===== src/design/pbwe_pkg.sv =====
// ----------------------------------------------------------------------------
// pbwe_pkg
// Shared types and constants of the protobuf wire encoder.
// ----------------------------------------------------------------------------
package pbwe_pkg;

    localparam int OP_W       = 3;
    localparam int VAL_W      = 64;
    localparam int FIELD_W    = 29;
    localparam int WT_W       = 3;
    localparam int BYTE_W     = 8;
    localparam int KEY_W      = FIELD_W + WT_W;
    localparam int GROUP_BITS = 7;
    localparam int FIX32_W    = 32;

    localparam logic [WT_W-1:0] WT_LEN_DELIM = 3'd2;

    localparam int QUEUE_DEPTH = 2;

    typedef enum logic [OP_W-1:0] {
        OP_VARINT  = 3'd0,
        OP_TAG     = 3'd1,
        OP_FIXED32 = 3'd2,
        OP_BOOL    = 3'd3,
        OP_HEADER  = 3'd4,
        OP_RAW     = 3'd5
    } t_op;

    // How the back end walks the value field
    typedef enum logic [1:0] {
        M_VARINT = 2'd0,
        M_FIXED  = 2'd1,
        M_SINGLE = 2'd2
    } t_mode;

    typedef struct packed {
        t_mode            mode;
        logic             key_en;
        logic [KEY_W-1:0] key;
        logic [VAL_W-1:0] value;
    } t_job;

endpackage


===== src/design/pbwe_ifs.sv =====
// ----------------------------------------------------------------------------
// pbwe_ifs
// Request and byte channels of the protobuf wire encoder.
// ----------------------------------------------------------------------------
interface pbwe_req_if import pbwe_pkg::*; ();
    logic               valid;
    logic               ready;
    logic [OP_W-1:0]    operation;
    logic [VAL_W-1:0]   item_value;
    logic [FIELD_W-1:0] field_number;
    logic [WT_W-1:0]    wire_kind;

    modport source (output valid, operation, item_value, field_number, wire_kind,
                    input ready);
    modport sink   (input valid, operation, item_value, field_number, wire_kind,
                    output ready);
endinterface

interface pbwe_byte_if import pbwe_pkg::*; ();
    logic              valid;
    logic              ready;
    logic [BYTE_W-1:0] out_byte;
    logic              last_byte;

    modport source (output valid, out_byte, last_byte, input ready);
    modport sink   (input valid, out_byte, last_byte, output ready);
endinterface


===== src/design/pbwe_front.sv =====
// ----------------------------------------------------------------------------
// pbwe_front
// Accepts requests and turns each defined one into a job for the byte engine.
// ----------------------------------------------------------------------------
module pbwe_front import pbwe_pkg::*; (
    pbwe_req_if.sink i_req,
    input  logic     i_q_full,
    output logic     o_push,
    output t_job     o_job
);

    logic op_ok;

    always_comb begin
        op_ok        = 1'b1;
        o_job.mode   = M_VARINT;
        o_job.key_en = 1'b0;
        o_job.key    = {i_req.field_number, i_req.wire_kind};
        o_job.value  = i_req.item_value;
        case (i_req.operation)
            OP_VARINT: begin
                o_job.mode = M_VARINT;
            end
            OP_TAG: begin
                o_job.value = {{(VAL_W-KEY_W){1'b0}}, i_req.field_number, i_req.wire_kind};
            end
            OP_FIXED32: begin
                o_job.mode  = M_FIXED;
                o_job.value = {{(VAL_W-FIX32_W){1'b0}}, i_req.item_value[FIX32_W-1:0]};
            end
            OP_BOOL: begin
                o_job.mode  = M_SINGLE;
                o_job.value = {{(VAL_W-1){1'b0}}, |i_req.item_value};
            end
            OP_HEADER: begin
                o_job.key_en = 1'b1;
                o_job.key    = {i_req.field_number, WT_LEN_DELIM};
            end
            OP_RAW: begin
                o_job.mode  = M_SINGLE;
                o_job.value = {{(VAL_W-BYTE_W){1'b0}}, i_req.item_value[BYTE_W-1:0]};
            end
            default: begin
                op_ok = 1'b0;   // undefined op: taken, nothing emitted
            end
        endcase
    end

    assign i_req.ready = !i_q_full;
    assign o_push      = i_req.valid && !i_q_full && op_ok;

endmodule


===== src/design/pbwe_queue.sv =====
// ----------------------------------------------------------------------------
// pbwe_queue
// Small job queue between the classifier and the byte engine.
// ----------------------------------------------------------------------------
module pbwe_queue import pbwe_pkg::*; #(
    parameter int P_DEPTH = QUEUE_DEPTH
) (
    input  logic i_clk,
    input  logic i_rst_n,
    input  logic i_push,
    input  t_job i_job,
    output logic o_full,
    input  logic i_pop,
    output logic o_valid,
    output t_job o_job
);

    localparam int PW = (P_DEPTH > 1) ? $clog2(P_DEPTH) : 1;
    localparam int CW = $clog2(P_DEPTH + 1);
    localparam logic [PW-1:0] LAST_PTR = PW'(P_DEPTH - 1);
    localparam logic [CW-1:0] FULL_CNT = CW'(P_DEPTH);

    t_job          r_mem [P_DEPTH];
    logic [PW-1:0] r_wr;
    logic [PW-1:0] r_rd;
    logic [CW-1:0] r_cnt;
    logic          do_push;
    logic          do_pop;

    assign o_full  = (r_cnt == FULL_CNT);
    assign o_valid = (r_cnt != '0);
    assign o_job   = r_mem[r_rd];
    assign do_push = i_push && !o_full;
    assign do_pop  = i_pop && o_valid;

    always_ff @(posedge i_clk) begin
        if (do_push) begin
            r_mem[r_wr] <= i_job;
        end
    end

    always_ff @(posedge i_clk) begin
        if (!i_rst_n) begin
            r_wr  <= '0;
            r_rd  <= '0;
            r_cnt <= '0;
        end else begin
            if (do_push) begin
                r_wr <= (r_wr == LAST_PTR) ? '0 : r_wr + 1'b1;
            end
            if (do_pop) begin
                r_rd <= (r_rd == LAST_PTR) ? '0 : r_rd + 1'b1;
            end
            if (do_push && !do_pop) begin
                r_cnt <= r_cnt + 1'b1;
            end else if (do_pop && !do_push) begin
                r_cnt <= r_cnt - 1'b1;
            end
        end
    end

endmodule


===== src/design/pbwe_back.sv =====
// ----------------------------------------------------------------------------
// pbwe_back
// Byte engine: walks one job and emits its wire bytes, one per cycle while the output is ready.
// ----------------------------------------------------------------------------
module pbwe_back import pbwe_pkg::*; (
    input  logic         i_clk,
    input  logic         i_rst_n,
    input  logic         i_q_valid,
    input  t_job         i_job,
    output logic         o_pop,
    pbwe_byte_if.source  o_out
);

    typedef enum logic [1:0] {
        S_IDLE = 2'd0,
        S_KEY  = 2'd1,
        S_BODY = 2'd2
    } t_state;

    t_state            r_state, n_state;
    t_mode             r_mode, n_mode;
    logic [KEY_W-1:0]  r_key, n_key;
    logic [VAL_W-1:0]  r_val, n_val;
    logic [1:0]        r_cnt, n_cnt;
    logic              r_out_valid, n_out_valid;
    logic [BYTE_W-1:0] r_out_byte, n_out_byte;
    logic              r_out_last, n_out_last;

    logic adv;
    logic key_more;
    logic val_more;

    assign adv      = !r_out_valid || o_out.ready;
    assign key_more = |r_key[KEY_W-1:GROUP_BITS];
    assign val_more = |r_val[VAL_W-1:GROUP_BITS];
    assign o_pop    = (r_state == S_IDLE) && i_q_valid;

    always_comb begin
        n_state     = r_state;
        n_mode      = r_mode;
        n_key       = r_key;
        n_val       = r_val;
        n_cnt       = r_cnt;
        n_out_valid = r_out_valid;
        n_out_byte  = r_out_byte;
        n_out_last  = r_out_last;
        if (adv) begin
            n_out_valid = 1'b0;
        end
        case (r_state)
            S_IDLE: begin
                if (i_q_valid) begin
                    n_mode  = i_job.mode;
                    n_key   = i_job.key;
                    n_val   = i_job.value;
                    n_cnt   = '0;
                    n_state = i_job.key_en ? S_KEY : S_BODY;
                end
            end
            S_KEY: begin
                if (adv) begin
                    n_out_valid = 1'b1;
                    n_out_byte  = {key_more, r_key[GROUP_BITS-1:0]};
                    n_out_last  = 1'b0;     // header length always follows
                    if (key_more) begin
                        n_key = r_key >> GROUP_BITS;
                    end else begin
                        n_state = S_BODY;
                    end
                end
            end
            S_BODY: begin
                if (adv) begin
                    n_out_valid = 1'b1;
                    case (r_mode)
                        M_VARINT: begin
                            n_out_byte = {val_more, r_val[GROUP_BITS-1:0]};
                            n_out_last = !val_more;
                            if (val_more) begin
                                n_val = r_val >> GROUP_BITS;
                            end else begin
                                n_state = S_IDLE;
                            end
                        end
                        M_FIXED: begin
                            n_out_byte = r_val[BYTE_W-1:0];
                            n_out_last = &r_cnt;
                            n_val      = r_val >> BYTE_W;
                            n_cnt      = r_cnt + 1'b1;
                            if (&r_cnt) begin
                                n_state = S_IDLE;
                            end
                        end
                        default: begin
                            n_out_byte = r_val[BYTE_W-1:0];
                            n_out_last = 1'b1;
                            n_state    = S_IDLE;
                        end
                    endcase
                end
            end
            default: begin
                n_state = S_IDLE;
            end
        endcase
    end

    always_ff @(posedge i_clk) begin
        if (!i_rst_n) begin
            r_state     <= S_IDLE;
            r_out_valid <= 1'b0;
            r_cnt       <= '0;
        end else begin
            r_state     <= n_state;
            r_out_valid <= n_out_valid;
            r_cnt       <= n_cnt;
        end
        r_mode     <= n_mode;
        r_key      <= n_key;
        r_val      <= n_val;
        r_out_byte <= n_out_byte;
        r_out_last <= n_out_last;
    end

    assign o_out.valid     = r_out_valid;
    assign o_out.out_byte  = r_out_byte;
    assign o_out.last_byte = r_out_last;

endmodule


===== src/design/protobuf_wire_encoder.sv =====
// ----------------------------------------------------------------------------
// protobuf_wire_encoder
// Encodes varint, tag, fixed32, bool, length header and raw byte requests
// into protobuf wire bytes, last byte of each request marked.
// ----------------------------------------------------------------------------
//  channel  dir  payload                                          handshake
//  i_req    in   operation, item_value, field_number, wire_kind   valid/ready
//  o_byte   out  out_byte, last_byte                              valid/ready
//
//  A request is loaded into the byte engine, which then emits its output bytes
//  (1 to 15) one per cycle while not stalled; the byte engine sets the rate.
//  The classifier takes a request each cycle while the job queue has room.
//  Output backpressure stalls only the byte engine; undefined ops are taken
//  and dropped. Synchronous active-low reset empties queue and output.
// ----------------------------------------------------------------------------
module protobuf_wire_encoder import pbwe_pkg::*; #(
    parameter int P_QUEUE_DEPTH = QUEUE_DEPTH
) (
    input  logic        i_clk,
    input  logic        i_rst_n,
    pbwe_req_if.sink    i_req,
    pbwe_byte_if.source o_byte
);

    logic q_full;
    logic q_push;
    logic q_valid;
    logic q_pop;
    t_job push_job;
    t_job head_job;

    pbwe_front u_front (
        .i_req    (i_req),
        .i_q_full (q_full),
        .o_push   (q_push),
        .o_job    (push_job)
    );

    pbwe_queue #(
        .P_DEPTH (P_QUEUE_DEPTH)
    ) u_queue (
        .i_clk   (i_clk),
        .i_rst_n (i_rst_n),
        .i_push  (q_push),
        .i_job   (push_job),
        .o_full  (q_full),
        .i_pop   (q_pop),
        .o_valid (q_valid),
        .o_job   (head_job)
    );

    pbwe_back u_back (
        .i_clk     (i_clk),
        .i_rst_n   (i_rst_n),
        .i_q_valid (q_valid),
        .i_job     (head_job),
        .o_pop     (q_pop),
        .o_out     (o_byte)
    );

endmodule


===== src/flat_wrapper.sv =====
// flat-port wrapper written by rule: the top's interface ports become plain ports
module protobuf_wire_encoder_flat import pbwe_pkg::*;
#(
    parameter int P_QUEUE_DEPTH = QUEUE_DEPTH
)
  (i_clk, i_rst_n, i_req_valid, i_req_operation, i_req_item_value, i_req_field_number, i_req_wire_kind, i_req_ready, o_byte_valid, o_byte_out_byte, o_byte_last_byte, o_byte_ready);
  pbwe_req_if i_req_i ();
  pbwe_byte_if o_byte_i ();
  input  logic i_clk;
  input  logic i_rst_n;
  input wire logic [$bits(i_req_i.valid)-1:0] i_req_valid;
  input wire logic [$bits(i_req_i.operation)-1:0] i_req_operation;
  input wire logic [$bits(i_req_i.item_value)-1:0] i_req_item_value;
  input wire logic [$bits(i_req_i.field_number)-1:0] i_req_field_number;
  input wire logic [$bits(i_req_i.wire_kind)-1:0] i_req_wire_kind;
  output wire logic [$bits(i_req_i.ready)-1:0] i_req_ready;
  output wire logic [$bits(o_byte_i.valid)-1:0] o_byte_valid;
  output wire logic [$bits(o_byte_i.out_byte)-1:0] o_byte_out_byte;
  output wire logic [$bits(o_byte_i.last_byte)-1:0] o_byte_last_byte;
  input wire logic [$bits(o_byte_i.ready)-1:0] o_byte_ready;
  assign i_req_i.valid = i_req_valid;
  assign i_req_i.operation = i_req_operation;
  assign i_req_i.item_value = i_req_item_value;
  assign i_req_i.field_number = i_req_field_number;
  assign i_req_i.wire_kind = i_req_wire_kind;
  assign i_req_ready = i_req_i.ready;
  assign o_byte_valid = o_byte_i.valid;
  assign o_byte_out_byte = o_byte_i.out_byte;
  assign o_byte_last_byte = o_byte_i.last_byte;
  assign o_byte_i.ready = o_byte_ready;
  protobuf_wire_encoder #(.P_QUEUE_DEPTH(P_QUEUE_DEPTH)) u_core (.i_clk(i_clk), .i_rst_n(i_rst_n), .i_req(i_req_i), .o_byte(o_byte_i));
endmodule

===== config.mk =====
export PLATFORM = sky130hd
export DESIGN_NAME = protobuf_wire_encoder_flat
export DESIGN_NICKNAME = d
export VERILOG_FILES = /design/src/design/pbwe_pkg.sv /design/src/design/pbwe_ifs.sv /design/src/design/pbwe_front.sv /design/src/design/pbwe_queue.sv /design/src/design/pbwe_back.sv /design/src/design/protobuf_wire_encoder.sv /design/src/flat_wrapper.sv
export SDC_FILE = /design/constraint.sdc
export NUM_CORES = 1
export LEC_CHECK = 0
export ABC_AREA = 1
export BUFFER_PORTS_ARGS = -buffer_cell sky130_fd_sc_hd__buf_2
export CORE_UTILIZATION = 40
export DETAILED_ROUTE_END_ITERATION = 12
export PLACE_DENSITY = 0.68
export SYNTH_ARGS = -nofsm -noshare
export SYNTH_HDL_FRONTEND = slang
export SYNTH_SLANG_ARGS = --single-unit

===== constraint.sdc =====
create_clock -name i_clk -period 8.7 [get_ports i_clk]
set_input_delay 0.87 -clock i_clk [delete_from_list [all_inputs] [get_ports i_clk]]
set_output_delay 0.87 -clock i_clk [all_outputs]
set_load 0.01 [all_outputs]

==> key figures <==
CTS
  • Clock transition at the registers of the reported paths: about 0.060 ns
  • Total CTS buffers: 30
  • Cts repair resizes: 0
  • H-tree Lvls: 1
  • Clk buf depth: 3
  • Hold_buf cts: 0
  • Clock Sinks: between 300 and 400
  • Clk_lat worst skew: 0.56 ns
  • CTS tree: done
  • CTS root buf: clkbuf_16
  • Setup Buffers After CTS: 0

Setup path
  • Critical path, cell by cell: buf_2 -> nand2_1 -> nand3_1 -> nor2_4 -> buf_4
  • CP Capture Point: u_core.u_queue.r_mem[1][84]$_DFFE_PP_
  • Register-to-Register Setup Slack: about 5.7 ns
  • Slowest stage delay, CP: roughly 1.0 ns
  • Worst Setup SP: i_req_operation[1]
  • R2R Path Start: u_core.u_queue.r_cnt[1]$_SDFFE_PN0P_
  • Worst Path Required: slightly below 9 ns
  • Nature of the critical path startpoint: input port
  • Max FO, Critical Path: approximately 60
  • CP arrival: ~3.2 ns
  • Reg2reg end: u_core.u_queue.r_mem[1][84]$_DFFE_PP_
  • CP Class: input port to register
  • Worst setup EP type: register
  • Reg2reg path depth: 6
  • Critical path's slowest cell: nor2_4

STA
  • Endpoints failing hold: 0
  • Setup TNS: 0 ns
  • RSZ-0062 raised after global routing: no
  • Final period util: between 30% and 40%
  • Max-slew violation count: 0
  • Fmax: between 300 and 400 MHz
  • Rel. slew slack: 14.6%
  • Slew @ Worst Pin: 1.28 ns
  • Clock skew: slightly above 0.009 ns
  • Tmin final: a little over 3 ns
  • Setup Viol. Count Final: 0

Routing
  • Routed Antenna Nets: 0
  • Via count: 9306
  • Average wire per standard cell: 17.9 um
  • DRC: 0
  • Post-DR vias/cell: ~5.2
  • Final WL: 31800 um
  • DRT iter0 DRCs: about 760
  • DR pass1 iterations: 6

Global routing
  • Gr usage total: 18.8%
  • Largest net degree at the start of global routing: 100
  • Antenna violations before repair: 0
  • First-pass GRT wire length: about 49000 um
  • Vias in the first global route: just over 9k
  • Grt ovf: 0

Finish
  • Most common cell after layout, fill and taps aside: edfxtp_1
  • Ant diodes: 0
  • Final #Nets: about 1.4k
  • Cell Count, Final, Fillers Out: between 1.5k and 2k
  • Area Growth Syn to Fin: 14.3%
  • Final Cell Area: ~15000 um^2
  • Share of layout cells above drive strength 1: around 14%
  • Final Util: a little under half
  • Commonest non-fill, non-tap cells in the layout: edfxtp_1, nor2_1, nand2_1

Yosys
  • Mapped Avg Cell Area: about 11 um^2
  • Ys async rst share: 0%
  • Synth warn: 0
  • Post-Syn Area: around 13000 um^2
  • Register bit total from synthesis: roughly 320
  • Primary FF master, synth: edfxtp_1
  • Syn nets: between 1k and 1.5k
  • Cells after Synth: 1213
  • Number of synthesized flops with an enable pin: 305
  • Unique masters post-synth: 26
  • Seq/Total Area, Yosys: between 70 and 80%

Placed design
  • Placed Instances: roughly 1.7k
  • Placer Congestion: 0.791
  • Port Buf Inserts: 113
  • Placed Area: 14400 um^2
  • DP HPWL: approximately 20000 um

Flow run
  • Max Cap Viol: 0

Power
  • Comb power frac: 27.8%
  • Pleak: 5.69 nW
  • Int Power: 3.38 mW
  • Maximum vdd ir drop: approximately 0.17 mV
  • Sequential cell fraction of total power: approximately half
  • Part of the power in the clock network: between 20% and 30%
  • Overall power: between 5 and 6 mW
  • PD cells: approximately 340 nW/um^2
  • Sw Ratio: between 30% and 40%
  • Net Sw Power: between 1.5 and 2 mW

Floorplanning
  • Io pins: roughly 110
  • Die height: 185 um
  • Core area: 32700 um^2
  • Site Rows: 66
  • Initial Util: between 40% and 50%
  • DIE WIDTH: between 150 and 200 um
  • Die area: ~34000 um^2

Hold path
  • Worst Hold Class: register to register

Status
  • Status: finished clean
## metal layers
layer  wire [um]  global-route usage, %  up-vias
li1            -                      -     4431
met1       13200                   23.7     4480
met5           0                      0        -
met4        1100                   7.64        0
met3        1910                   2.75       54
met2       15600                   32.3      341
## cell usage after synthesis (2+ instances only)
| cell type | count | area [um^2] |
|---|---|---|
| a22oi_1 | 5 | 37.5 |
| nand4_1 | 6 | 37.5 |
| dfxtp_1 | 10 | 200 |
| nand3_1 | 4 | 20.0 |
| buf_1 | 6 | 22.5 |
| edfxtp_1 | 305 | 9160 |
| nor2_1 | 263 | 987 |
| nor2_2 | 4 | 25.0 |
| inv_1 | 87 | 327 |
| or2_1 | 3 | 18.8 |
| a211oi_1 | 2 | 15.0 |
| nor3_1 | 3 | 15.0 |
| inv_2 | 7 | 26.3 |
| ha_1 | 5 | 62.6 |
| nand3_2 | 3 | 30.0 |
| a21oi_1 | 61 | 305 |
| buf_2 | 18 | 90.1 |
| nor4_1 | 16 | 100 |
| o22ai_1 | 55 | 344 |
| nand2_1 | 151 | 567 |
| o21ai_0 | 143 | 716 |
| clkbuf_1 | 37 | 139 |
| o21ai_1 | 16 | 80.1 |
## worst max-delay path, delay by kind of cell
kind,cells,cell delay [ns]
simple gates,3,1.36
buf+inv,2,0.97
## power groups by stage
stage | registers [mW] | logic (mW) | clock network [mW]
global placement | 2.52 | 1.40 | 0
CTS | 2.50 | 1.44 | 1.24
detailed placement | 2.53 | 1.43 | 0
finish | 2.51 | 1.44 | 1.22
global route | 2.55 | 1.61 | 1.30
floorplan | 2.51 | 0.991 | 0
## logic make-up after synthesis
logic type / after synthesis / share of synthesized area, %
flip-flops: 315 / 70.1
AND/OR/NAND/NOR: 455 / 13.6
buffers and inverters: 156 / 4.58
adder cells (fa/ha/maj): 5 / 0.469
AO/OA/AOI/OAI: 282 / 11.2
## worst min path at each step
stage | start | end | slack (ns) | cells after the start
after CTS | u_core.u_queue.r_rd$_SDFFE_PN0P_ | register | 0.46 | 1
after detailed placement | u_core.u_queue.r_rd$_SDFFE_PN0P_ | register | 0.45 | 1
after global routing | u_core.u_queue.r_rd$_SDFFE_PN0P_ | register | 0.48 | 1
after global placement | u_core.u_queue.r_rd$_SDFFE_PN0P_ | register | 0.42 | 1
after floorplan | u_core.u_queue.r_rd$_SDFFE_PN0P_ | register | 0.43 | 1
final | u_core.u_queue.r_rd$_SDFFE_PN0P_ | register | 0.46 | 1
## area by class of cell
cell class	instances	area (um^2)
fillers	2987	17400
inverters	94	353
clock buffers	37	798
multi-input cells	742	3410
clock inverters	17	114
well taps	442	553
repair buffers	127	671
flip-flops and latches	315	9360
## sequential cells by signal, summed over array words and instances (netlist names), named ones only
signal	cells
u_core.u_back.o_out.out_byte	8
u_core.u_queue.r_cnt	2
u_core.u_queue.r_mem	198
u_core.u_queue.r_rd	1
u_core.u_queue.r_wr	1
u_core.u_back.o_out.last_byte	1
u_core.u_back.r_val	64
u_core.u_back.r_state	2
u_core.u_back.r_mode	2
u_core.u_back.r_key	32
u_core.u_back.r_cnt	2
## per-stage QoR
stage                     hold WS [ns]  setup slack (ns)
after floorplan                  0.425              2.27
after global placement           0.425              5.09
after detailed placement         0.447              5.01
after CTS                        0.456              5.59
after global routing             0.481              5.42
final                            0.457              5.64
(Power assumes the default switching activity.)
